===== src/hw/rtl/are_pkg.sv =====
// are_pkg: shared types, constants and codes of the ack/retransmit engine
// no dependencies
`default_nettype none
package are_pkg;

   localparam int TABLE_DEPTH = 16;
   localparam int IDX_W = (TABLE_DEPTH > 1) ? $clog2(TABLE_DEPTH) : 1;

   // input commands
   localparam logic [1:0] CMD_RECEIVE = 2'd0;
   localparam logic [1:0] CMD_SEND    = 2'd1;
   localparam logic [1:0] CMD_CHECK   = 2'd2;
   localparam logic [1:0] CMD_UNUSED  = 2'd3;

   // result kinds
   localparam logic [2:0] KIND_DELIVER    = 3'd0;
   localparam logic [2:0] KIND_ACK        = 3'd1;
   localparam logic [2:0] KIND_TRANSMIT   = 3'd2;
   localparam logic [2:0] KIND_RETRANSMIT = 3'd3;
   localparam logic [2:0] KIND_OVERFLOW   = 3'd4;

   // register indexes
   localparam logic [1:0] REG_ACK_TIMEOUT = 2'd0;
   localparam logic [1:0] REG_MAX_RETRY   = 2'd1;
   localparam logic [1:0] REG_RUNNING     = 2'd2;
   localparam logic [1:0] REG_ACK_TYPE    = 2'd3;

   typedef struct packed {
      logic [1:0]         command;
      logic [31:0]        seq;
      logic [7:0]         msg_type;
      logic signed [31:0] position;
      logic signed [31:0] payload_a;
      logic signed [31:0] payload_b;
      logic [31:0]        now_ms;
   } req_item_type;

   typedef struct packed {
      logic [2:0]         kind;
      logic [31:0]        out_seq;
      logic [7:0]         out_type;
      logic signed [31:0] out_position;
      logic signed [31:0] out_payload_a;
      logic signed [31:0] out_payload_b;
      logic               last;
   } rsp_item_type;

   // control from the sequencer to the output stage
   typedef struct packed {
      logic push;
      logic flush;
   } emit_ctrl_type;

endpackage
`default_nettype wire


===== src/hw/rtl/are_emit.sv =====
// are_emit: holds back one result so the final one of an item can carry last
// depends on are_pkg
`default_nettype none
module are_emit (
   input  wire                   clock,
   input  wire                   reset,
   input  are_pkg::emit_ctrl_type ctrl,
   input  are_pkg::rsp_item_type  new_item,
   output logic                  rsp_valid,
   output are_pkg::rsp_item_type  rsp_data
);
   import are_pkg::*;

   logic         hold_valid_ff, hold_valid_in;
   rsp_item_type hold_ff;
   logic         out_valid_ff, out_valid_in;
   rsp_item_type out_ff, out_in;

   // a new item pushes out the held one; flush sends the held one as last
   always_comb begin
      hold_valid_in = hold_valid_ff;
      out_valid_in  = 1'b0;
      out_in        = hold_ff;
      out_in.last   = 1'b0;
      if (ctrl.push) begin
         out_valid_in  = hold_valid_ff;
         hold_valid_in = 1'b1;
      end else if (ctrl.flush) begin
         out_valid_in  = hold_valid_ff;
         out_in.last   = 1'b1;
         hold_valid_in = 1'b0;
      end
   end

   always_ff @(posedge clock) begin
      if (reset) begin
         hold_valid_ff <= 1'b0;
         out_valid_ff  <= 1'b0;
      end else begin
         hold_valid_ff <= hold_valid_in;
         out_valid_ff  <= out_valid_in;
      end
      if (ctrl.push) begin
         hold_ff <= new_item;
      end
      out_ff <= out_in;
   end

   assign rsp_valid = out_valid_ff;
   assign rsp_data  = out_ff;
endmodule
`default_nettype wire


===== src/hw/rtl/ack_retransmit_engine.sv =====
// ack_retransmit_engine: pending-table sequencer with one shared compare unit
// depends on are_pkg and are_emit
// a receive runs RECV, ACKS, FLUSH; a send walks the table, STORE (OVF when full), FLUSH;
//   a running check walks the table, FLUSH; an ack item walks the table with no result
// throughput: one item at a time; busy drops in the cycle that shows the final result
// results come one per cycle at most and cannot be stalled
// reset (synchronous): registers to defaults, table empty, nothing received yet
`default_nettype none
module ack_retransmit_engine (
   input  wire                   clock,
   input  wire                   reset,
   input  wire                   start,
   output logic                  busy,
   input  are_pkg::req_item_type  req_data,
   output logic                  rsp_valid,
   output are_pkg::rsp_item_type  rsp_data,
   input  wire                   csr_we,
   input  wire  [1:0]            csr_addr,
   input  wire  [15:0]           csr_wdata
);
   import are_pkg::*;

   localparam logic [2:0] ST_IDLE  = 3'd0;
   localparam logic [2:0] ST_RECV  = 3'd1;
   localparam logic [2:0] ST_ACKS  = 3'd2;
   localparam logic [2:0] ST_WALK  = 3'd3;
   localparam logic [2:0] ST_STORE = 3'd4;
   localparam logic [2:0] ST_OVF   = 3'd5;
   localparam logic [2:0] ST_FLUSH = 3'd6;
   localparam logic [IDX_W-1:0] LAST_IDX = IDX_W'(TABLE_DEPTH - 1);

   // configuration
   logic [15:0] timeout_ff;
   logic [7:0]  max_retry_ff;
   logic        running_ff;
   logic [7:0]  ack_code_ff;

   always_ff @(posedge clock) begin
      if (reset) begin
         timeout_ff   <= 16'd500;
         max_retry_ff <= 8'd3;
         running_ff   <= 1'b1;
         ack_code_ff  <= 8'd0;
      end else if (csr_we) begin
         case (csr_addr)
            REG_ACK_TIMEOUT: timeout_ff   <= csr_wdata;
            REG_MAX_RETRY:   max_retry_ff <= csr_wdata[7:0];
            REG_RUNNING:     running_ff   <= csr_wdata[0];
            REG_ACK_TYPE:    ack_code_ff  <= csr_wdata[7:0];
            default: ;
         endcase
      end
   end

   // pending table
   logic [TABLE_DEPTH-1:0] valid_ff, valid_in;
   logic [31:0]        t_seq   [TABLE_DEPTH];
   logic [7:0]         t_type  [TABLE_DEPTH];
   logic signed [31:0] t_pos   [TABLE_DEPTH];
   logic signed [31:0] t_pa    [TABLE_DEPTH];
   logic signed [31:0] t_pb    [TABLE_DEPTH];
   logic [31:0]        t_time  [TABLE_DEPTH];
   logic [7:0]         t_retry [TABLE_DEPTH];

   // sequencer state
   logic [2:0]       state_ff, state_in;
   logic [IDX_W-1:0] idx_ff, idx_in;
   req_item_type     item_ff;
   logic             exp_valid_ff, exp_valid_in;
   logic [31:0]      exp_seq_ff, exp_seq_in;
   logic             hit_ff, hit_in, free_ff, free_in;
   logic [IDX_W-1:0] hit_idx_ff, hit_idx_in, free_idx_ff, free_idx_in;

   // table writes decided by the sequencer
   logic             wr_full;
   logic             wr_retry;
   logic [IDX_W-1:0] wr_idx;

   emit_ctrl_type ctrl;
   rsp_item_type  new_item;

   // shared compare unit: key match and age check on the entry under the walk
   logic [31:0] key;
   logic        seq_match;
   logic [31:0] age;
   logic        expired;

   assign key       = (item_ff.command == CMD_RECEIVE) ? item_ff.seq - 32'd1 : item_ff.seq;
   assign seq_match = valid_ff[idx_ff] && (t_seq[idx_ff] == key);
   assign age       = item_ff.now_ms - t_time[idx_ff];
   assign expired   = valid_ff[idx_ff] && (age > {16'd0, timeout_ff});

   always_comb begin
      state_in     = state_ff;
      idx_in       = idx_ff;
      valid_in     = valid_ff;
      exp_valid_in = exp_valid_ff;
      exp_seq_in   = exp_seq_ff;
      hit_in       = hit_ff;
      hit_idx_in   = hit_idx_ff;
      free_in      = free_ff;
      free_idx_in  = free_idx_ff;
      wr_full      = 1'b0;
      wr_retry     = 1'b0;
      wr_idx       = idx_ff;
      ctrl         = '0;
      new_item     = '0;
      new_item.out_seq       = item_ff.seq;
      new_item.out_type      = item_ff.msg_type;
      new_item.out_position  = item_ff.position;
      new_item.out_payload_a = item_ff.payload_a;
      new_item.out_payload_b = item_ff.payload_b;
      case (state_ff)
         ST_IDLE: begin
            if (start) begin
               idx_in  = '0;
               hit_in  = 1'b0;
               free_in = 1'b0;
               case (req_data.command)
                  CMD_RECEIVE: state_in = (req_data.msg_type == ack_code_ff) ? ST_WALK : ST_RECV;
                  CMD_SEND:    state_in = ST_WALK;
                  CMD_CHECK:   state_in = running_ff ? ST_WALK : ST_FLUSH;
                  default:     state_in = ST_FLUSH;
               endcase
            end
         end
         // delivery of an in-order or first message
         ST_RECV: begin
            if (!exp_valid_ff || exp_seq_ff == item_ff.seq) begin
               exp_valid_in  = 1'b1;
               exp_seq_in    = item_ff.seq + 32'd1;
               new_item.kind = KIND_DELIVER;
               ctrl.push     = 1'b1;
            end
            state_in = ST_ACKS;
         end
         ST_ACKS: begin
            new_item               = '0;
            new_item.kind          = KIND_ACK;
            new_item.out_seq       = exp_seq_ff;
            new_item.out_type      = ack_code_ff;
            ctrl.push              = 1'b1;
            state_in               = ST_FLUSH;
         end
         // one table entry per cycle
         ST_WALK: begin
            state_in = (idx_ff == LAST_IDX) ? ST_FLUSH : ST_WALK;
            idx_in   = idx_ff + IDX_W'(1);
            case (item_ff.command)
               CMD_RECEIVE: begin
                  if (seq_match) begin
                     valid_in[idx_ff] = 1'b0;
                     state_in         = ST_FLUSH;
                  end
               end
               CMD_SEND: begin
                  if (seq_match && !hit_ff) begin
                     hit_in     = 1'b1;
                     hit_idx_in = idx_ff;
                  end
                  if (!valid_ff[idx_ff] && !free_ff) begin
                     free_in     = 1'b1;
                     free_idx_in = idx_ff;
                  end
                  if (idx_ff == LAST_IDX) begin
                     state_in = ST_STORE;
                  end
               end
               default: begin
                  if (expired) begin
                     if (t_retry[idx_ff] >= max_retry_ff) begin
                        valid_in[idx_ff] = 1'b0;
                     end else begin
                        wr_retry               = 1'b1;
                        new_item.kind          = KIND_RETRANSMIT;
                        new_item.out_seq       = t_seq[idx_ff];
                        new_item.out_type      = t_type[idx_ff];
                        new_item.out_position  = t_pos[idx_ff];
                        new_item.out_payload_a = t_pa[idx_ff];
                        new_item.out_payload_b = t_pb[idx_ff];
                        ctrl.push              = 1'b1;
                     end
                  end
               end
            endcase
         end
         // emit the transmit result, then store the sent message or report that the table is full
         ST_STORE: begin
            new_item.kind = KIND_TRANSMIT;
            ctrl.push     = 1'b1;
            if (hit_ff || free_ff) begin
               wr_full          = 1'b1;
               wr_idx           = hit_ff ? hit_idx_ff : free_idx_ff;
               valid_in[wr_idx] = 1'b1;
               state_in         = ST_FLUSH;
            end else begin
               state_in = ST_OVF;
            end
         end
         ST_OVF: begin
            new_item.kind = KIND_OVERFLOW;
            ctrl.push     = 1'b1;
            state_in      = ST_FLUSH;
         end
         ST_FLUSH: begin
            ctrl.flush = 1'b1;
            state_in   = ST_IDLE;
         end
         default: state_in = ST_IDLE;
      endcase
   end

   always_ff @(posedge clock) begin
      if (reset) begin
         state_ff     <= ST_IDLE;
         valid_ff     <= '0;
         exp_valid_ff <= 1'b0;
         exp_seq_ff   <= 32'd0;
         idx_ff       <= '0;
         hit_ff       <= 1'b0;
         free_ff      <= 1'b0;
      end else begin
         state_ff     <= state_in;
         valid_ff     <= valid_in;
         exp_valid_ff <= exp_valid_in;
         exp_seq_ff   <= exp_seq_in;
         idx_ff       <= idx_in;
         hit_ff       <= hit_in;
         free_ff      <= free_in;
      end
      hit_idx_ff  <= hit_idx_in;
      free_idx_ff <= free_idx_in;
      if (state_ff == ST_IDLE && start) begin
         item_ff <= req_data;
      end
   end

   // table payload writes
   always_ff @(posedge clock) begin
      if (wr_full) begin
         t_seq[wr_idx]   <= item_ff.seq;
         t_type[wr_idx]  <= item_ff.msg_type;
         t_pos[wr_idx]   <= item_ff.position;
         t_pa[wr_idx]    <= item_ff.payload_a;
         t_pb[wr_idx]    <= item_ff.payload_b;
         t_time[wr_idx]  <= item_ff.now_ms;
         t_retry[wr_idx] <= 8'd0;
      end else if (wr_retry) begin
         t_time[wr_idx]  <= item_ff.now_ms;
         t_retry[wr_idx] <= t_retry[wr_idx] + 8'd1;
      end
   end

   assign busy = (state_ff != ST_IDLE);

   are_emit u_emit (
      .clock     (clock),
      .reset     (reset),
      .ctrl      (ctrl),
      .new_item  (new_item),
      .rsp_valid (rsp_valid),
      .rsp_data  (rsp_data)
   );
endmodule
`default_nettype wire


===== config.mk =====
export PLATFORM = sky130hd
export DESIGN_NAME = ack_retransmit_engine
export DESIGN_NICKNAME = d
export VERILOG_FILES = /design/src/hw/rtl/are_pkg.sv /design/src/hw/rtl/are_emit.sv /design/src/hw/rtl/ack_retransmit_engine.sv
export SDC_FILE = /design/constraint.sdc
export NUM_CORES = 2
export LEC_CHECK = 0
export BUFFER_PORTS_ARGS = -buffer_cell sky130_fd_sc_hd__buf_2
export CAP_MARGIN = 5
export CORE_MARGIN = 2
export CORE_UTILIZATION = 56
export DETAILED_ROUTE_END_ITERATION = 8
export MAX_ROUTING_LAYER = met4
export PLACE_DENSITY_LB_ADDON = 0.05
export SYNTH_ARGS = -nofsm -noshare
export SYNTH_HDL_FRONTEND = slang
export SYNTH_SLANG_ARGS = --single-unit

===== constraint.sdc =====
create_clock -name clock -period 11.2 [get_ports clock]
set_clock_uncertainty 0.15 [all_clocks]
set_input_delay 2.8 -clock clock [delete_from_list [all_inputs] [get_ports clock]]
set_output_delay 2.8 -clock clock [all_outputs]
set_load 0.02 [all_outputs]

==> results.md <==
- Status: finished clean
- Die Span Y: 486 um
- Netlist cell types: 93
- Final Hold Vio Count: 0
- DRC: 0
- Syn Inst Count: 5979
- Global route overflow: 0
- Detailed-route wire length per cell: 31.7 um
- Worst path max stage delay: 1010 ps
- Buffers on Ports: 333
- Post-Syn Area per Cell: 21.7 um2
- Most numerous cell in the Yosys netlist: edfxtp_1
- Initial DRC Count: 6631
- Worst-path maximum fanout: 51
- Final WS setup: 1440 ps
- Root Buffer Master: clkbuf_16
- Hold_buf cts: 0
- First-pass GRT wire length: 450000 um
- Asr flop ratio synth: 0%
- Row Count: 176
- Leak: 45.8 nW
- Initial Util: 56.4%
- Setup crit end kind: flop
- Io pins: 334
- CP arrival: 10240 ps
- Clock Sinks: 3370
- H-Tree Depth: 5
- Detailed placer's ending HPWL: 162000 um
- Worst-path clk slew: 60 ps
- Slew Viols, Final: 0
- Max Root-Sink Buffers: 4
- CTS resizes: 0
- Crit path time final: 9760 ps
- Syn nets: 6243
- Slew HR: 21.7%
- Average via count per standard cell: 6.43
- Total power: 0.0305 W
- Fin Setup TNS: 0 ps
- First-pass DRT Iterations: 6
- #FFs+latches synth: 3370
- Top-area cell type share of the netlist area: 72.4%
- Placed instance area: 135000 um2
- Total Wirelength: 311000 um
- Vias in the first global route: 63800
- CTS tree: yes
- Worst-Skew Late Latency: 940 ps
- Commonest cells post-synth: edfxtp_1 (3133), mux4_2 (888), dfxtp_1 (237)
- Post CTS Setup Buffer Count: 0
- Syn. warnings: 0
- Core area: 230000 um2
- Synthesized cell area: 130000 um2
- CTS buffer count: 354
- VDD IR-drop max: 0.000187 V
- WS Path Type: reg -> reg
- Register area share after synthesis: 76.1%
- Largest net degree at the start of global routing: 111
- Synth top area cells: edfxtp_1 (72%), mux4_2 (15%), dfxtp_1 (3.7%), a22o_1 (0.70%), ha_1 (0.68%)
- GRT Overall Usage: 27.2%
- Synth area leader: edfxtp_1
- Worst EP required: 11690 ps
- Vias: 63100
- Count of flip-flops with a built-in enable after synthesis: 3133
- PD cells: 208 nW/um2
- Final GP Congestion: 0.865
- RSZ-0062 raised after global routing: no
- Worst slew pin tran: 1160 ps
- Initial antenna violation count: 10
- Die width: 486 um
- Post-place setup slack: 1540 ps
- Post-route design area: 147000 um2
- Die area: 236000 um2
- Period utilization: 87.1%
- Area Growth Syn to Fin: 12.9%
- Max Cap Viol: 0
- Cell at the slowest stage of the critical path: dfxtp_4
- Prevailing post-synth register cell: edfxtp_1
- Routed Antenna Nets: 0
- CP Launch Type: flop
- Nets: 6760
- Max Clk Rate: 0.102 GHz
- Share of cells above drive strength 1: 29.2%
- Final setup vio count: 0
- Hold Crit Class: reg -> reg
power breakdown:
part | leakage (nW) | switching (W) | internal [W] | total, W
Combinational | 10.3 | 0.00199 | 0.000996 | 0.00298
Clock | 5.49 | 0.00468 | 0.00669 | 0.0114
Sequential | 30.0 | 0.000866 | 0.0153 | 0.0162
cell type report:
cell class,instances,area [um2]
flip-flops and latches,3370,98800
fillers,15500,83700
multi-input cells,2204,29500
clock buffers,470,9680
well taps,3026,3790
repair buffers,491,2960
clock inverters,164,1530
inverters,75,289
diodes,9,22.5
final timing paths:
| kind | from | to | slack (ps) | cells past startpoint |
|---|---|---|---|---|
| worst max register to register | flop | u_emit.hold_ff[85] | 1440 | 25 |
| worst min-delay path | u_emit.hold_ff[60] | u_emit.rsp_data[60] | 180 | 0 |
| worst min register to register | u_emit.hold_ff[60] | u_emit.rsp_data[60] | 180 | 0 |
| worst max-delay path | flop | u_emit.hold_ff[85] | 1440 | 25 |
critical path: cells and delay by family, from the launching register on:
family / cells / cell delay [ps]
AO/OA/AOI/OAI: 12 / 3850
AND/OR/NAND/NOR: 6 / 1880
multiplexers: 2 / 1100
flip-flops: 1 / 1010
buffers and inverters: 2 / 590
adder cells (fa/ha/maj): 2 / 570
XOR/XNOR: 1 / 160
through the flow:
stage / instances / util, % / hold WS, ps
after floorplan: 5979 / - / 173
after global placement: 9166 / 58.8 / 176
after detailed placement: 9166 / 58.8 / 177
after CTS: 9800 / 63.6 / 185
after global routing: 9805 / 63.7 / 194
final: 9809 / 63.7 / 182
cell usage in the layout (no fill, tap or decap), types with 61 or more instances in the layout:
cell	count
xor2_1	73
nor2_1	159
buf_4	151
buf_2	332
dfxtp_1	233
inv_1	74
nand2_1	124
ha_1	71
a21oi_1	117
edfxtp_1	3133
clkinv_2	67
clkbuf_1	84
xnor2_1	61
mux4_2	888
clkbuf_16	360
a22o_1	104
cell families (layout without fill, tap and decap cells):
| family | after synthesis | after routing | share of synthesized area (%) |
|---|---|---|---|
| AOI/OAI and AO/OA | 454 | 454 | 2.59 |
| xor gates and xnor gates | 134 | 134 | 0.904 |
| adders and majority gates | 72 | 72 | 0.699 |
| buffers and inverters | 405 | 1200 | 1.38 |
| DFF | 3370 | 3370 | 76.1 |
| muxes | 957 | 957 | 16.1 |
| other | 0 | 9 | 0 |
| and+or+nand+nor | 587 | 587 | 2.25 |
registers in the layout (all words and copies together) (netlist names), 32 cells and up, named ones only:
register	count
exp_seq_ff	32
item_ff	170
t_pa	512
t_pb	512
t_pos	512
t_retry	128
t_seq	512
t_time	512
t_type	128
u_emit.hold_ff	139
u_emit.rsp_data	140
routing by layer:
metal  GRT usage (%)  wire, um
met5               -         0
met4            6.61      7200
met3            3.50     20000
met2            42.9    154000
met1            38.5    130000
Power figures use the tool's default switching activity.
